**src/rtl/gfre_pkg.sv**
```systemverilog
// ----------------------------------------------------------------------------
// gfre_pkg
// Shared types, register indexes and GF(256) arithmetic for the erasure
// repair encoder.
// ----------------------------------------------------------------------------
package gfre_pkg;

  // Field polynomial x^8 + x^4 + x^3 + x^2 + 1
  localparam logic [8:0] GF_POLY   = 9'h11d;
  localparam int         COEF_ROWS = 4;

  // Configuration register indexes
  typedef enum logic [2:0] {
    CFG_COEF_ROW_ZERO  = 3'd0,
    CFG_COEF_ROW_ONE   = 3'd1,
    CFG_COEF_ROW_TWO   = 3'd2,
    CFG_COEF_ROW_THREE = 3'd3,
    CFG_SOURCE_COUNT   = 3'd4,
    CFG_REPAIR_COUNT   = 3'd5
  } cfg_idx_t;

  // Decoded configuration handed to the datapath
  typedef struct packed {
    logic [COEF_ROWS-1:0][63:0] coef;      // byte c of row r: source c
    logic [4:0]                 src_count; // saturated source count
    logic [1:0]                 last_row;  // saturated repair count minus one
  } cfg_t;

  // GF(256) multiply, shift-and-add over eight bits
  function automatic logic [7:0] gf_mul(input logic [7:0] a, input logic [7:0] b);
    logic [8:0] x;
    logic [7:0] p;
    x = {1'b0, a};
    p = 8'h00;
    for (int k = 0; k < 8; k++) begin
      if (b[k]) begin
        p = p ^ x[7:0];
      end
      x = {x[7:0], 1'b0};
      if (x[8]) begin
        x = x ^ GF_POLY;
      end
    end
    return p;
  endfunction

endpackage

```
**src/rtl/gfre_cfg.sv**
```systemverilog
// ----------------------------------------------------------------------------
// gfre_cfg
// Configuration registers: coefficient rows and the source and repair counts,
// with the counts saturated to the supported range.
// ----------------------------------------------------------------------------
module gfre_cfg #(
  parameter int MAX_SOURCES = 8,
  parameter int MAX_REPAIRS = 4
) (
  input  logic                clk,
  input  logic                rst,
  input  logic                cfg_valid,
  output logic                cfg_ready,
  input  logic [2:0]          cfg_index,
  input  logic [63:0]         cfg_data,
  output gfre_pkg::cfg_t      cfg
);

  logic [gfre_pkg::COEF_ROWS-1:0][63:0] coef;
  logic [3:0]                           source_count;
  logic [2:0]                           repair_count;
  logic [4:0]                           src_sat;
  logic [2:0]                           rep_sat;

  assign cfg_ready = 1'b1;

  // Take a register write on each beat
  always_ff @(posedge clk) begin
    if (rst) begin
      coef         <= '0;
      source_count <= 4'd1;
      repair_count <= 3'd1;
    end else if (cfg_valid && cfg_ready) begin
      case (gfre_pkg::cfg_idx_t'(cfg_index))
        gfre_pkg::CFG_COEF_ROW_ZERO:  coef[0]      <= cfg_data;
        gfre_pkg::CFG_COEF_ROW_ONE:   coef[1]      <= cfg_data;
        gfre_pkg::CFG_COEF_ROW_TWO:   coef[2]      <= cfg_data;
        gfre_pkg::CFG_COEF_ROW_THREE: coef[3]      <= cfg_data;
        gfre_pkg::CFG_SOURCE_COUNT:   source_count <= cfg_data[3:0];
        gfre_pkg::CFG_REPAIR_COUNT:   repair_count <= cfg_data[2:0];
        default: ;
      endcase
    end
  end

  // Clamp the counts into their legal ranges
  always_comb begin
    src_sat = {1'b0, source_count};
    if (source_count == 4'd0) begin
      src_sat = 5'd1;
    end else if (32'(source_count) > MAX_SOURCES) begin
      src_sat = 5'(MAX_SOURCES);
    end
    rep_sat = repair_count;
    if (repair_count == 3'd0) begin
      rep_sat = 3'd1;
    end else if (32'(repair_count) > MAX_REPAIRS) begin
      rep_sat = 3'(MAX_REPAIRS);
    end
  end

  assign cfg.coef      = coef;
  assign cfg.src_count = src_sat;
  assign cfg.last_row  = 2'(rep_sat - 3'd1);

endmodule

```
**config.mk**
```make
export PLATFORM = sky130hd
export DESIGN_NAME = gfre_cfg
export DESIGN_NICKNAME = d
export VERILOG_FILES = /design/src/rtl/gfre_pkg.sv /design/src/rtl/gfre_cfg.sv
export SDC_FILE = /design/constraint.sdc
export NUM_CORES = 1
export LEC_CHECK = 0
export BUFFER_PORTS_ARGS = -buffer_cell sky130_fd_sc_hd__clkbuf_2
export CAP_MARGIN = 30
export CORE_AREA = 8 8 162 164
export CTS_CLUSTER_DIAMETER = 50
export DETAILED_ROUTE_END_ITERATION = 16
export DIE_AREA = 0 0 170 172
export GPL_ROUTABILITY_DRIVEN = 0
export PLACE_DENSITY = 0.85
export SLEW_MARGIN = 20
export SYNTH_ARGS = -nofsm -noshare
export SYNTH_HDL_FRONTEND = slang
export SYNTH_SLANG_ARGS = --single-unit
export TNS_END_PERCENT = 5
```
**constraint.sdc**
```tcl
create_clock -name clk -period 1.4 [get_ports clk]
set_input_delay 0.28 -clock clk [delete_from_list [all_inputs] [get_ports clk]]
set_output_delay 0.28 -clock clk [all_outputs]
set_load 0.005 [all_outputs]
```
==> impl_metrics.toml <==
[yosys]
synth_area_um2 = 10500
synth_edf_count = 0
synth_flop_cell = "dfxtp_1"
syn_inst = 939
synth_nets = 1009
yosysUniqueCellTypes = 19
ys_ff_latch = 263
synth_top_area_cell = "dfxtp_1"
async_flop_share = 0
synth_warnings = 0
avgSynthCellArea_um2 = 11.1
netlist_top_cells_area = "dfxtp_1 (50%), mux2i_1 (25%), nand2b_1 (19%)"
synth_top_cell_area_share = 0.504
ys_seq_area_frac = 0.504

[clock_network]
clkLatencyLatePin_ns = 0.52
hold_buffers = 0
cts-root-buf = "clkbuf_16"
clockBufferDepth = 3
cts.clk_slew.worst_paths_ns = 0.06
cts_buffers = 29
clock_sinks = 263
htree_levels = 1
tritoncts = "done"

[power]
p_switching_uw = 3740
power_frac_comb = 0.071
ir_worst_vdd_uv = 873
swShare = 0.232
power_uw = 16100
cellPowerDensity_nw_per_um2 = 1190
p_leak_uw = 0.00695
internal-power_uw = 12400
p_seq_frac = 0.481
clkPwrFrac = 0.448

[global_route]
grt_pass1_vias = 8125
antenna_found_initial = 0
grt_max_degree = 81
grt_pass1_wl_um = 44100
grt.overflow.total = 0
grt_usage = 0.186

[timing]
layout_min_cycle_time_ns = 1.53
timing.hold.ws_ns = 0.0899
setup_viol = 5
hold_viol_final = 0
finalCritPeriodShare = 1.09
fin_ws_ns = -0.128
rsz0062_at_grt = "yes"
max_freq_mhz = 654
slew_violations = 0
fin_skew_ns = 0

[floorplanning]
num_rows = 57
die_w_um = 170
dieHeight_um = 172
start_util = 0.439
boundaryPins = 334
core_um2 = 23800
die_area_um2 = 29200

[routing]
firstDrtPassIters = 4
num_vias = 7761
drt-wirelength-per-cell_um = 17.7
drt_iter0_drc = 315
drt_wl_total_um = 28700
drt-vias-per-instance = 4.80
post-route-drc-count = 0
drtAntennaViolNets = 0

[run_status]
outcome = "finished with violations"
violations = "negative setup slack"

[min_path]
min_to = "cfg[206]"
worstHoldPathType = "in -> reg"
worstHoldStart = "cfg_data[7]"
holdPathStages = 3

[place]
dpl_cell_area_um2 = 12600
port_buffers = 331
dp.cells = 1562
dp_hpwl_um = 21100

[setup_path]
startpoint_type = "register"
critPathKind = "reg -> out"
crit_path_max_fanout = 2
r2r_end = "source_count[1]"
worstRegToRegCells = 3
end_kind = "output pin"
cp.arrival_ns = 1.25
critPathRequiredTime_ns = 1.12
r2r_setup_slack_ns = 0.67
r2r-start = "source_count[1]"

[layout]
layout_common_cells = "clkbuf_2 (326), nand2b_1 (325), mux2i_1 (263), dfxtp_1 (258), clkbuf_16 (29)"
final_core_util = 0.570
finalNetCount = 1341
syn_to_final_growth_pct = 29.9
drive_gt1_frac = 0.332
final_cells = 1616
num_antenna_cells = 0
layout_commonest_cell = "clkbuf_2"
final_area_um2 = 13600

[job]
cap_violations = 0
==> layer usage <==
metal  vias to the layer above  wire, um  track usage
li1                       3756         -            -
met1                      3741     11500        0.212
met2                       219     14500        0.341
met3                        45      1930       0.0443
met4                         0       681       0.0580
met5                         -         0            0
==> critical path: stages, from the launching register on <==
cell and delay, ns:
dfxtp_2 0.32, o21ba_4 0.21, nor2_4 0.07, buf_2 0.12
==> sequential cells by signal (all words and copies together), names as in the netlist <==
name / flops
source_count: 4
cfg: 256
repair_count: 3
==> area by class of cell <==
cell class / count / area [um^2]
sequential: 263 / 5270
multi-input combinational: 607 / 4850
clock buffer: 39 / 823
inverter: 1 / 3.75
fill: 2029 / 10200
clock inverter: 13 / 100
tap: 324 / 405
timing repair buffer: 369 / 2130
==> how the worst max path moves through the flow <==
stage | start | to | depth (start not counted)
finish | source_count[2] | cfg[2] | 3
global route | source_count[2] | cfg[2] | 3
CTS | source_count[2] | cfg[2] | 3
detailed placement | cfg_index[1] | cfg[116] | 5
global placement | cfg_index[2] | cfg[61] | 4
floorplan | cfg_index[1] | cfg[20] | 4
==> through the flow <==
| step | TNS (ns) | worst slack [ns] |
|---|---|---|
| 2_1_floorplan | 0 | 0.0487 |
| 3_3_place_gp | -2.15 | -0.0525 |
| 3_5_place_dp | -4.00 | -0.0832 |
| 4_1_cts | -0.613 | -0.187 |
| 5_1_grt | -0.690 | -0.170 |
| 6_report | -0.423 | -0.128 |
==> cells in the mapped netlist (2+ instances only) <==
library cell and number:
nand4b_1 2, nor2_1 4, buf_4 2, dfxtp_1 263, nor2b_1 2, nand4bb_1 3
buf_12 5, buf_2 22, a21o_1 2, mux2i_1 263, nand2b_1 325, clkbuf_1 38
conb_1 2
==> power groups by stage <==
stage                     combinational, uW  sequential (uW)  clock, uW
after floorplan                         622             7910          0
after global placement                 1130             7910          0
after detailed placement               1150             7910          0
after CTS                              1160             7750       7390
after global routing                   1240             7760       7700
final                                  1150             7750       7230
==> kinds of logic (layout without fill, tap and decap cells) <==
group           after synthesis  after routing  share of synthesized area
simple gates                339            339                      0.205
buf+inv                      69            422                     0.0366
other cells                   2              2                   0.000718
compound gates                3              3                    0.00239
mux                         263            263                      0.252
flops                       263            263                      0.504
==> timing repair <==
item                                    4_1_cts  5_1_grt
pin swaps                                     3        1
gates resized for setup                       8        6
endpoints found under the setup margin        5        5
gates cloned                                  0        0
setup buffers                                 2        0
No activity file was read; power rests on OpenSTA's default activity.
