$ cat config.mk
export PLATFORM = sky130hd
export DESIGN_NAME = gfre_emit
export DESIGN_NICKNAME = d
export VERILOG_FILES = /design/src/rtl/gfre_pkg.sv /design/src/rtl/gfre_emit.sv
export SDC_FILE = /design/constraint.sdc
export NUM_CORES = 1
export LEC_CHECK = 0
export ABC_AREA = 1
export BUFFER_PORTS_ARGS = -buffer_cell sky130_fd_sc_hd__buf_2
export CORE_AREA = 5 5 125 127
export DETAILED_ROUTE_END_ITERATION = 8
export DIE_AREA = 0 0 130 132
export REMOVE_ABC_BUFFERS = 1
export SETUP_SLACK_MARGIN = 0.15
export SYNTH_ARGS = -nofsm -noshare
export SYNTH_HDL_FRONTEND = slang
export SYNTH_SLANG_ARGS = --single-unit
export TNS_END_PERCENT = 50
$ cat constraint.sdc
create_clock -name clk -period 5.4 [get_ports clk]
set_input_delay 0.27 -clock clk [delete_from_list [all_inputs] [get_ports clk]]
set_output_delay 0.27 -clock clk [all_outputs]
set_load 0.005 [all_outputs]
$ cat src/rtl/gfre_pkg.sv
// ----------------------------------------------------------------------------
// gfre_pkg
// Shared types, register indexes and GF(256) arithmetic for the erasure
// repair encoder.
// ----------------------------------------------------------------------------
package gfre_pkg;

  // Field polynomial x^8 + x^4 + x^3 + x^2 + 1
  localparam logic [8:0] GF_POLY   = 9'h11d;
  localparam int         COEF_ROWS = 4;

  // Configuration register indexes
  typedef enum logic [2:0] {
    CFG_COEF_ROW_ZERO  = 3'd0,
    CFG_COEF_ROW_ONE   = 3'd1,
    CFG_COEF_ROW_TWO   = 3'd2,
    CFG_COEF_ROW_THREE = 3'd3,
    CFG_SOURCE_COUNT   = 3'd4,
    CFG_REPAIR_COUNT   = 3'd5
  } cfg_idx_t;

  // Decoded configuration handed to the datapath
  typedef struct packed {
    logic [COEF_ROWS-1:0][63:0] coef;      // byte c of row r: source c
    logic [4:0]                 src_count; // saturated source count
    logic [1:0]                 last_row;  // saturated repair count minus one
  } cfg_t;

  // GF(256) multiply, shift-and-add over eight bits
  function automatic logic [7:0] gf_mul(input logic [7:0] a, input logic [7:0] b);
    logic [8:0] x;
    logic [7:0] p;
    x = {1'b0, a};
    p = 8'h00;
    for (int k = 0; k < 8; k++) begin
      if (b[k]) begin
        p = p ^ x[7:0];
      end
      x = {x[7:0], 1'b0};
      if (x[8]) begin
        x = x ^ GF_POLY;
      end
    end
    return p;
  endfunction

endpackage

$ cat src/rtl/gfre_emit.sv
// ----------------------------------------------------------------------------
// gfre_emit
// Output register that walks a finished accumulator word and presents one
// repair byte per beat, row 0 upward.
// ----------------------------------------------------------------------------
module gfre_emit #(
  parameter int MAX_REPAIRS = 4
) (
  input  logic                     clk,
  input  logic                     rst,
  input  gfre_pkg::cfg_t           cfg,
  input  logic                     job_valid,
  output logic                     job_ready,
  input  logic [10:0]              job_offset,
  input  logic [8*MAX_REPAIRS-1:0] job_word,
  output logic                     out_valid,
  input  logic                     out_stall,
  output logic [1:0]               repair_index,
  output logic [10:0]              out_offset,
  output logic [7:0]               repair_byte,
  output logic                     last_of_run
);

  localparam int WORD_W = 8 * MAX_REPAIRS;

  logic              em_valid;
  logic [1:0]        em_row;
  logic [1:0]        em_last;
  logic [10:0]       em_offset;
  logic [WORD_W-1:0] em_word;
  logic              beat;
  logic              final_beat;

  assign beat       = em_valid && !out_stall;
  assign final_beat = beat && (em_row == em_last);
  assign job_ready  = !em_valid || final_beat;

  // Control: load a new word or step to the next row
  always_ff @(posedge clk) begin
    if (rst) begin
      em_valid <= 1'b0;
      em_row   <= 2'd0;
    end else if (job_valid && job_ready) begin
      em_valid <= 1'b1;
      em_row   <= 2'd0;
    end else if (final_beat) begin
      em_valid <= 1'b0;
    end else if (beat) begin
      em_row <= em_row + 2'd1;
    end
  end

  // Payload: hold the word for the whole run
  always_ff @(posedge clk) begin
    if (job_valid && job_ready) begin
      em_word   <= job_word;
      em_offset <= job_offset;
      em_last   <= cfg.last_row;
    end
  end

  assign out_valid    = em_valid;
  assign repair_index = em_row;
  assign out_offset   = em_offset;
  assign repair_byte  = em_word[{em_row, 3'b000} +: 8];
  assign last_of_run  = em_row == em_last;

  // Row counter never passes the final row
  assert property (@(posedge clk) disable iff (rst) em_valid |-> em_row <= em_last)
    else $error("gfre_emit: row beyond the run");

  // A non-final beat moves to the very next row
  assert property (@(posedge clk) disable iff (rst)
    beat && !final_beat |=> em_valid && em_row == $past(em_row) + 2'd1)
    else $error("gfre_emit: row skipped");

  // A new word is only taken when the current run is finished
  assert property (@(posedge clk) disable iff (rst)
    job_valid && job_ready && em_valid |-> final_beat)
    else $error("gfre_emit: run overwritten");

endmodule
==> summary.txt <==
Min path
  • Hold path depth: 2
  • Worst hold path class: input pin to flip-flop

Layout
  • Fin cells: 387
  • Post-route cell area: 0.00258 sq mm
  • Storage element area: 0.00141 sq mm
  • Fill count: approximately 1,600
  • Nets@finish: about 510
  • # diodes: 0
  • Multi-input gate area: 334 sq um
  • Share of layout cells above drive strength 1: 0.458
  • Area Overhead vs Synth: 41.8%

Place
  • PortBufs: 72
  • GPL Wtd Cong: just under 0.7
  • DP Area: 0.00238 sq mm
  • Placed insts: around 380
  • Dpl hpwl: around 3.2 mm

Detailed routing
  • Vias/cell: ~3.2
  • ANT nets after route: 0
  • Pre-antenna DRT Iters: 4
  • Overall routed net length: roughly 4.2 mm
  • Initial detailed-routing violation count: 45
  • Vias: around 1,300
  • DRC Markers: 0
  • Wirelength per Cell: 10.9 um

Critical path
  • Setup slack, reg-to-reg: roughly 3 ns
  • Critical path launch point type: flip-flop
  • Reg2reg end: em_word[24]
  • CP Class: flip-flop to flip-flop
  • CP peak stage delay: slightly below 0.6 ns
  • Critical Path Start: repair_index[0]
  • CP arrival: between 2 and 2.5 ns
  • Highest-delay cell along the critical path: dfxtp_1
  • Most frequent cell on the critical path: nand2_2
  • Worst Setup EP: em_word[24]
  • R2R Path Start: repair_index[0]
  • Critical path required time: 5.32 ns
  • Worst-path cell chain: inv_2, nand2_1, nand2_4, nand3_2, nand2_2, nand2_2, inv_1, buf_4
  • CP Max Fanout: 45
  • Cells on worst reg2reg path: 8
  • Crit path capture type: flip-flop

Pwr
  • Gate power share: 0.067
  • Cell Pwr Density: ~350 mW/mm^2
  • Net Sw Frac: 0.193
  • Peak supply drop: ~0.00026 V
  • Switching power: between 150 and 200 uW
  • Share of total power in the clock network: 0.444
  • Pint: around 730 uW
  • Lkg Pwr: 0.00103 uW
  • Sequential Power Share: 0.489

Yosys
  • #FFs+latches synth: 48
  • Mapped Area: 0.00182 sq mm
  • Synth area leaders: edfxtp_1 74%, o21ai_0 4.1%, nor2_1 3.7%
  • Synth area leader: edfxtp_1
  • Yosys cell types: 19
  • Top cell type's share of synthesized area: 0.743
  • Seq/Total Area, Yosys: 0.776
  • Syn Area/Cell: between 10 and 15 sq um
  • Post-Syn Instances: 126
  • Synth warn: 0

GRT
  • Largest net degree at the start of global routing: 46
  • GR Overflow Total: 0
  • Global-route wire length before repair: approximately 6.8 mm
  • Number of global-route vias before repair: about 1,300
  • Antenna violations before repair: 0
  • GRT Total Usage: 0.0514

Clock tree
  • Clock transition at the registers of the reported paths: roughly 0.070 ns
  • Post-CTS Hold Buffers: 0
  • Post-cts resize count: 0
  • CTS tree: built
  • Root buffer cell: clkbuf_16
  • CTS H-tree depth: 2
  • Clk sink count: 48
  • Worst-skew pair later-pin latency: about 0.29 ns
  • Setup repair bufs after CTS: 0
  • CTS buffer count: 5
  • Clock tree buffer depth: 2

Floorplan
  • Die area: about 0.017 sq mm
  • Core Region: between 0.01 and 0.015 sq mm
  • IO Pins: approximately 330
  • Die width: 130 um
  • Row cnt: 44
  • Initial Utilization: 0.127
  • Die H: roughly 130 um

Timing
  • Measured slew at the worst slew-check pin: around 0.84 ns
  • Max Clk Rate: roughly 420 MHz
  • Unrepaired setup endpoints after global routing: false
  • Rel. slew slack: 0.438
  • Final setup fails: 0
  • Final Hold Viols: 0
  • Final Max Slew Viols: 0
  • Clock skew: 0.00691 ns
  • Final Cycle Share: 0.440
  • Fin crit period: ~2.4 ns
  • Worst hold margin: between 0.1 and 0.15 ns
  • Setup TNS: 0 ns

Run
  • Max_cap viols: 0

Run status
  • Status: finished clean
cell families (layout without fill, tap and decap cells):
group,count (synthesis),after routing,synth area share
simple gates,37,37,0.105
compound gates,25,25,0.0743
buf+inv,15,92,0.0399
flops,48,48,0.776
xor+xnor,1,1,0.00482
registers in the layout, summed over array words and instances, names as in the netlist:
| register | cells |
|---|---|
| out_offset | 11 |
| em_word | 32 |
| repair_index | 2 |
| out_valid | 1 |
| em_last | 2 |
synth_stat cells, drive strengths merged:
| cell | instances |
|---|---|
| a21oi | 1 |
| buf | 4 |
| dfxtp | 3 |
| edfxtp | 45 |
| inv | 11 |
| nand2 | 15 |
| nand3 | 3 |
| nor2 | 19 |
| o21ai | 16 |
| o22ai | 8 |
| xor2 | 1 |
worst max-delay path, delay by kind of cell (launching register included):
family | cells | cell delay (ns)
DFF | 1 | 0.58
and+or+nand+nor | 5 | 0.47
buffers and inverters | 3 | 0.90
cell usage in the layout (no fill, tap or decap):
master | Yosys | layout
nand3_2 | 1 | 1
buf_4 | 2 | 1
nor2_2 | 1 | 1
a21oi_1 | 1 | 1
xor2_1 | 1 | 1
clkbuf_16 | 0 | 5
edfxtp_1 | 45 | 45
nand2_2 | 4 | 4
o22ai_1 | 8 | 8
bufinv_16 | 0 | 2
nor2_1 | 18 | 18
inv_6 | 0 | 1
o21ai_1 | 1 | 1
nand2_1 | 7 | 7
nand2_4 | 4 | 4
nand3_1 | 2 | 2
o21ai_0 | 15 | 15
buf_2 | 1 | 72
inv_2 | 2 | 2
dfxtp_1 | 3 | 3
inv_1 | 9 | 9
worst min-delay path by stage:
| stage | startpoint | slack [ns] | end |
|---|---|---|---|
| 4_1_cts | rst | 0.13 | out_valid |
| 3_3_place_gp | rst | 0.44 | out_valid |
| 2_1_floorplan | rst | 0.34 | out_valid |
| 3_5_place_dp | rst | 0.45 | out_valid |
| 6_report | rst | 0.15 | out_valid |
| 5_1_grt | rst | 0.13 | out_valid |
area by class of cell:
type	instances	area share
clock buffer	5	0.0485
multi-input combinational	63	0.130
sequential	48	0.547
tap	184	0.0893
clock inverter	3	0.0267
timing repair buffer	73	0.143
inverter	11	0.0160
metal layers:
metal / vias to the layer above / wire length [um] / GRT usage
met5: - / 0 / 0
met4: 0 / 64 / 0.0173
met3: 5 / 487 / 0.0296
met2: 61 / 1940 / 0.0779
met1: 586 / 1740 / 0.0608
li1: 599 / - / -
metrics by stage:
step / util / setup slack (ns) / power [uW]
after CTS: 0.180 / 2.99 / 914
after floorplan: - / 2.97 / 472
after global placement: 0.167 / 3.02 / 508
after detailed placement: 0.167 / 3.00 / 511
after global routing: 0.180 / 2.83 / 938
final: 0.180 / 3.02 / 901
power groups by stage:
stage	combinational, uW	sequential (uW)	clock, uW
floorplan	23.7	448	0
CTS	61.6	442	411
global placement	59.7	449	0
detailed placement	61.4	449	0
global route	67.2	443	427
finish	60.0	441	400
Note: power is estimated with default switching activity, not from simulation.
